`config.mk`:
```
export PLATFORM = sky130hd
export DESIGN_NAME = twa_ctrl
export DESIGN_NICKNAME = d
export VERILOG_FILES = /design/src/rtl/twa_pkg.sv /design/src/rtl/twa_ctrl.sv
export SDC_FILE = /design/constraint.sdc
export NUM_CORES = 1
export LEC_CHECK = 0
export BUFFER_PORTS_ARGS = -buffer_cell sky130_fd_sc_hd__buf_4
export CELL_PAD_IN_SITES_DETAIL_PLACEMENT = 0
export CELL_PAD_IN_SITES_GLOBAL_PLACEMENT = 2
export CORE_ASPECT_RATIO = 1.1
export CORE_MARGIN = 3
export CORE_UTILIZATION = 20
export CTS_CLUSTER_DIAMETER = 200
export DETAILED_ROUTE_END_ITERATION = 12
export PLACE_DENSITY_LB_ADDON = 0.1
export SLEW_MARGIN = 20
export SYNTH_ARGS = -nofsm -noshare
export SYNTH_HDL_FRONTEND = slang
export SYNTH_SLANG_ARGS = --single-unit
```
`constraint.sdc`:
```
create_clock -name clk -period 1.3 [get_ports clk]
set_input_delay 0.065 -clock clk [delete_from_list [all_inputs] [get_ports clk]]
set_output_delay 0.065 -clock clk [all_outputs]
set_load 0.02 [all_outputs]
```
`src/rtl/twa_pkg.sv`:
```
// Shared constants, types and controller codes for the windowed throughput meter.
// Used by every module of the block but twa_ram; depends on nothing.
package twa_pkg;

	// Window length and the widths that follow from it.
	localparam int WINDOW = 100;
	localparam int CNT_W  = $clog2(WINDOW + 1);
	localparam int HEAD_W = (WINDOW > 2) ? $clog2(WINDOW) : 1;

	// Field widths of the ports.
	localparam int RATE_W = 32;
	localparam int AVG_W  = 48;
	localparam int FRAC_W = 16;
	localparam int HELD_W = 7;

	// Rate scaling from microseconds to seconds.
	localparam int                 SCALE_W    = 20;
	localparam logic [SCALE_W-1:0] RATE_SCALE = SCALE_W'(1000000);
	localparam int                 PROD_W     = RATE_W + SCALE_W;

	// Divider widths: the dividend covers both the scaled byte count and the
	// weighted sum of the cumulative average.
	localparam int SUM_W  = AVG_W + CNT_W;
	localparam int DIV_NW = (SUM_W > PROD_W) ? SUM_W : PROD_W;
	localparam int DIV_DW = 32;

	localparam logic [RATE_W-1:0] MAX_RATE = {RATE_W{1'b1}};
	localparam logic [AVG_W-1:0]  MAX_AVG  = {AVG_W{1'b1}};

	// Controller states.
	typedef enum logic [3:0] {
		ST_IDLE,
		ST_MUL,
		ST_RATE_GO,
		ST_RATE_WAIT,
		ST_AVG_PREP,
		ST_AVG_GO,
		ST_AVG_WAIT,
		ST_UPDATE,
		ST_RESULT
	} twa_state_t;

	// Commands from the controller to the datapath.
	typedef struct packed {
		logic load_in;
		logic mul;
		logic div_start;
		logic div_avg;
		logic rate_take;
		logic update;
		logic out_load;
	} twa_cmd_t;

	// Status from the datapath to the controller.
	typedef struct packed {
		logic us_zero;
		logic div_busy;
		logic div_done;
		logic out_free;
	} twa_sts_t;

endpackage

```
`src/rtl/twa_ctrl.sv`:
```
// Controller of the throughput meter: sequences capture, both divisions,
// the state update and the hand-off to the output register. Depends on twa_pkg.
module twa_ctrl import twa_pkg::*; (
	input  logic     clk,
	input  logic     arst_n,
	input  logic     in_valid,
	output logic     in_stall,
	input  twa_sts_t sts,
	output twa_cmd_t cmd
);

	twa_state_t state_q;
	twa_state_t state_nx;

	// State register.
	always_ff @(posedge clk or negedge arst_n) begin
		if (!arst_n) begin
			state_q <= ST_IDLE;
		end else begin
			state_q <= state_nx;
		end
	end

	// Next state.
	always_comb begin
		state_nx = state_q;
		case (state_q)
			ST_IDLE: begin
				if (in_valid) begin
					state_nx = ST_MUL;
				end
			end
			ST_MUL: begin
				state_nx = sts.us_zero ? ST_RESULT : ST_RATE_GO;
			end
			ST_RATE_GO: begin
				state_nx = ST_RATE_WAIT;
			end
			ST_RATE_WAIT: begin
				if (sts.div_done) begin
					state_nx = ST_AVG_PREP;
				end
			end
			ST_AVG_PREP: begin
				state_nx = ST_AVG_GO;
			end
			ST_AVG_GO: begin
				state_nx = ST_AVG_WAIT;
			end
			ST_AVG_WAIT: begin
				if (sts.div_done) begin
					state_nx = ST_UPDATE;
				end
			end
			ST_UPDATE: begin
				state_nx = ST_RESULT;
			end
			ST_RESULT: begin
				if (sts.out_free) begin
					state_nx = ST_IDLE;
				end
			end
			default: begin
				state_nx = ST_IDLE;
			end
		endcase
	end

	// Commands.
	always_comb begin
		cmd      = '0;
		in_stall = 1'b1;
		case (state_q)
			ST_IDLE: begin
				in_stall    = 1'b0;
				cmd.load_in = in_valid;
			end
			ST_MUL: begin
				cmd.mul = 1'b1;
			end
			ST_RATE_GO: begin
				cmd.div_start = 1'b1;
			end
			ST_AVG_PREP: begin
				cmd.rate_take = 1'b1;
			end
			ST_AVG_GO: begin
				cmd.div_start = 1'b1;
				cmd.div_avg   = 1'b1;
			end
			ST_AVG_WAIT: begin
				cmd.div_avg = 1'b1;
			end
			ST_UPDATE: begin
				cmd.div_avg = 1'b1;
				cmd.update  = 1'b1;
			end
			ST_RESULT: begin
				cmd.out_load = sts.out_free;
			end
			default: begin
				cmd = '0;
			end
		endcase
	end

	a_start_idle_div: assert property (@(posedge clk) disable iff (!arst_n)
		cmd.div_start |-> !sts.div_busy)
		else $error("division started while the divider is busy");

	a_accept_to_mul: assert property (@(posedge clk) disable iff (!arst_n)
		in_valid && !in_stall |=> state_q == ST_MUL)
		else $error("accepted beat not followed by the multiply step");

endmodule

```
* After elaboration in Yosys (flattened, before gate mapping)
Cells that the tools add are included.
Storage, ports and cells: flip-flop bits (word level) 4, bits in latches 0, bits in writable memories 0, memory bits (read-only) 0, input bits 7, output and inout port bits 8, word-level logic and storage cells 31, memories 0
Cells by class: add/subtract/negate cells 0, multipliers 0, div/mod/pow operators 0, magnitude comparators 0, equal/unequal tests 12, shifts and indexed selects 0, mux-type cells 14, bitwise operators 0, reduce and logical (&&, ||, !) cells 4
Operators by type and width (number):
- one-hot mux 4 bit (9 select lines) | 1
- 2-to-1 mux 4 bit | 5
- == test 4 x 3 -> 1 bit, second input constant | 4
- == test 4 x 2 -> 1 bit, second input constant | 2
- 2-to-1 mux 1 bit | 8
- != test 2 bit, second input constant | 4
- == test 4 x 1 -> 1 bit, second input constant | 1
- == test 4 bit, second input constant | 1
- zero test 4 bit | 1
- AND reduction 4 bit | 1
- OR reduction 3 bit | 1
- OR reduction 2 bit | 1

* Depth between registers and ports, before layout
word-level depth 3, mapped depth 4, depth with buffers taken out 3

* Worst setup path after synthesis
Ideal clock, no wire load.
path type register -> output, start point reg state_q[1], end point out cmd[4] in the netlist's numbering, data arrival time 1.098 ns, data required time 1.235 ns, slack 0.137 ns, cell stages (with the launch flop) 5, path buffers 1, path through dfrtp_1 buf_6 inv_2 or3_1 a21oi_2
RTL lines:
- from (decl) | RTL line twa_ctrl.sv:12 | twa_state_t state_q;
- from (signal assigned) | RTL line twa_ctrl.sv:20 | state_q <= state_nx;
- to (decl) | RTL line twa_ctrl.sv:9 | output twa_cmd_t cmd

==> impl.org <==
** Timing
- Setup repair after global routing could not meet its margin everywhere.
- Minimum period implied by the final worst setup slack :: 1346 ps
- Max Fclk :: 742.9 MHz
- For the final database, setup skew stands at 2.037 ps.
- The hold violation count in the final report came to 0.
- Final Setup Violations :: 1
- Final max-slew violation count :: 0
- Dividing the final minimum period by the clock period gives 103.5%.
- Slew HR :: 83.53%
- Transition time at the pin with the least slew margin :: 246.3 ps
- After layout, the worst setup slack is -46.04 ps.
- Hold_ws :: 140.6 ps

** Detailed routing
- Vias after detailed routing :: 347
- Number of iterations in the first detailed-routing pass :: 4
- In the routed layout, each cell is associated on average with a via count of 4.627.
- Sum of routed wire length over all layers :: about 900 um
- WL/cell :: roughly 12 um
- DRC :: 0
- Antenna viol nets, final :: 0
- Count of routing violations after the opening detailed-route iteration :: 5

** Die
- For this configuration, the core starts out at a cell density of 23.08%.
- Horizontal extent of the die :: ~43 um
- Vertical extent of the die :: 46.39 um
- Core ar. :: 1285 um^2
- The initialized floorplan defines 13 standard-cell rows.
- Die Area :: 1981 um^2
- Pin placement for this block handled 15 I/O pins.

** Setup path
- The worst register-to-register path has a setup slack of 80 ps.
- Number of cell instances on the worst register-to-register path :: 4
- Critical Path Start :: state_q[0]$_DFFE_PN0P_
- Slowest library cell on the worst path :: dfrtp_1
- Kind of critical path :: reg -> out
- CP endpoint kind :: primary output
- Signal arrival time at the worst endpoint :: 1280 ps
- In this run the worst setup path terminates at cmd[4].
- Required arrival time at the worst endpoint :: 1240 ps
- Kind of start point of the critical path :: flop
- The endpoint identified for the worst register-to-register timing path is state_q[3]$_DFFE_PN0P_.
- Max FO, Critical Path :: 4
- Walking the worst path, the cells encountered are or3_4, a21oi_2, buf_4.
- On the worst path, the slowest cell contributes a delay of approximately 400 ps.
- Worst reg2reg startpoint :: state_q[0]$_DFFE_PN0P_

** Clocking
- Clk root buf :: clkbuf_4
- Worst-path clk slew :: 40 ps
- In this run the number of H-tree levels came out at 1.
- The clock drives 4 sinks.
- Clock latency on the worst-skew pair :: between 200 and 250 ps
- TritonCTS built the clock tree.
- Counting along the longest clock path gives a buffer depth of 2.
- Total clock buffers created by CTS :: 3

** Outcome
- The flow ran to the end, but the final reports show violations.
- The final reports fail on negative setup slack.

** Global routing
- Global routing used under 10% of the available tracks across all layers.
- Grt total ovfl :: 0
- Global-route wire length before repair :: 1380 um
- Number of global-route vias before repair :: 320
- The initial antenna violation count came to 0.
- Largest net degree at the start of global routing :: 9

** Power
- In this run the static leakage power is 0.2332 nW.
- The completed layout was analyzed and its total power is 0.001230 W.
- Worst VDD drop :: 0.0008713 V
- Total power per unit cell area :: between 2000 and 3000 nW/um^2

** Cells and area
- Commonest non-fill, non-tap cell in the layout :: buf_4
- Count of inserted antenna diode cells :: 0
- Area added between synthesis and finish :: 62.45%
- Final nets :: 69
- The register with the most flip-flops in the layout has 4 of them.
- Reg with most FFs :: state_q
- The multi-input combinational cells in the finished layout cover a total of 170.2 um^2.
- Counting the fill cells in the layout gives 150.
- In the final layout, the registers with the most flip-flops are state_q (4).
- Leading cell types in the layout, fill and taps excluded :: buf_4, nor2_1, nand2_1
- Cells fill 37.49% of the core in the end.
- Share of layout cells above drive strength 1 :: 48.33%
- The sequential cells in the finished layout cover a total of 102.6 um^2.

** Flow run
- The tool flagged a number of max-cap violations equal to 0.

** Yosys
- Counting every instance in the synthesized netlist gives 39.
- Combined area of all synthesized cells :: 296.5 um^2
- Number of warnings issued by yosys :: 0
- After synthesis, the netlist uses 23 different library cells.
- Share of synthesized area occupied by flip-flops and latches :: 33.76%
- Post-synthesis register bit count :: 4
- A synthesized cell averages 7.603 um^2.
- Synthesized net count :: 46

** Place
- Detailed placement ended at an HPWL of 635.9 um.
- At the end of routability-driven placement, the weighted congestion stood at ~0.67.
- The count of buffers added on input and output ports is 13.
- At the placement stage, the worst setup path has a slack of 123.6 ps.

** Hold path
- The path class of the tightest hold or removal check is in -> reg.
[report_power, final]
part | internal, W | switching [W] | total [W]
logic | 0.000397 | 0.000417 | 0.000814
registers | 0.000189 | 0.0000764 | 0.000265
clock network | 0.000103 | 0.0000483 | 0.000151
[cells in the mapped netlist]
cell type / count / area share, %
or3_1: 1 / 2.1
nand2b_1: 1 / 2.1
and3_2: 1 / 2.5
nand4b_1: 1 / 3.0
nor3b_1: 1 / 2.5
and3_1: 1 / 2.1
a21oi_2: 1 / 3.0
buf_6: 1 / 3.8
nand3_1: 1 / 1.7
inv_1: 1 / 1.3
dfrtp_1: 4 / 34
and4b_1: 1 / 3.4
o32ai_1: 1 / 3.0
a31oi_1: 1 / 2.1
inv_2: 1 / 1.3
nand2_1: 5 / 6.3
nor2_1: 6 / 7.6
o21ai_0: 1 / 1.7
o21bai_1: 1 / 2.5
a21oi_1: 4 / 6.8
nor3_1: 2 / 3.4
buf_4: 1 / 2.5
buf_2: 1 / 1.7
[metrics by stage]
stage	std cells	TNS, ps	cell area [um^2]
6_report	75	-46.04	481.7
3_5_place_dp	67	0	411.6
3_3_place_gp	67	0	411.6
5_1_grt	75	-249.5	481.7
4_1_cts	71	-84.13	445.4
2_1_floorplan	39	0	296.5
[cells by family (layout without fill, tap and decap cells)]
logic type             Yosys count  in the layout  share of synthesized area, %
and+or+nand+nor                 21             21                         36.71
AOI/OAI and AO/OA                9              9                         18.99
DFF                              4              4                         33.76
buffers and inverters            5             26                         10.55
[final cells by class]
| cell class | instances | area share (%) |
|---|---|---|
| Clock buffer | 3 | 4.675 |
| Inverter | 2 | 1.558 |
| Multi-Input combinational cell | 30 | 35.32 |
| Sequential cell | 4 | 21.30 |
| Tap cell | 15 | 3.896 |
| Timing Repair Buffer | 21 | 33.25 |
[worst max-delay path, delay by kind of cell (launching register included)]
family / cells / cell delay, ps
AO/OA/AOI/OAI: 1 / 110
buffers and inverters: 1 / 140
flip-flops: 1 / 400
AND/OR/NAND/NOR: 1 / 390
[layer usage]
metal	part of all wire [%]	GRT usage, %
met1	41	10.28
met2	50	15.87
met3	6.4	2.734
met4	2.2	7.453
met5	0	0
[worst min path at each step]
stage / startpoint / end / slack (ps) / depth (start not counted)
floorplan: arst_n / state_q[0]$_DFFE_PN0P_ / -230 / 0
global placement: arst_n / state_q[3]$_DFFE_PN0P_ / -140 / 1
detailed placement: arst_n / state_q[0]$_DFFE_PN0P_ / -140 / 1
CTS: sts[1] / state_q[1]$_DFFE_PN0P_ / 130 / 4
global route: sts[1] / state_q[1]$_DFFE_PN0P_ / 150 / 4
finish: sts[1] / state_q[2]$_DFFE_PN0P_ / 140 / 3
[what timing repair did]
item / in CTS / in global routing
setup buffers: 0 / 4
pin swaps: 1 / 0
gates resized for setup: 1 / 2
setup endpoints to repair: 3 / 7
hold endpoints to repair: 4 / 0
hold buffers: 1 / 0
(Power assumes the default switching activity.)
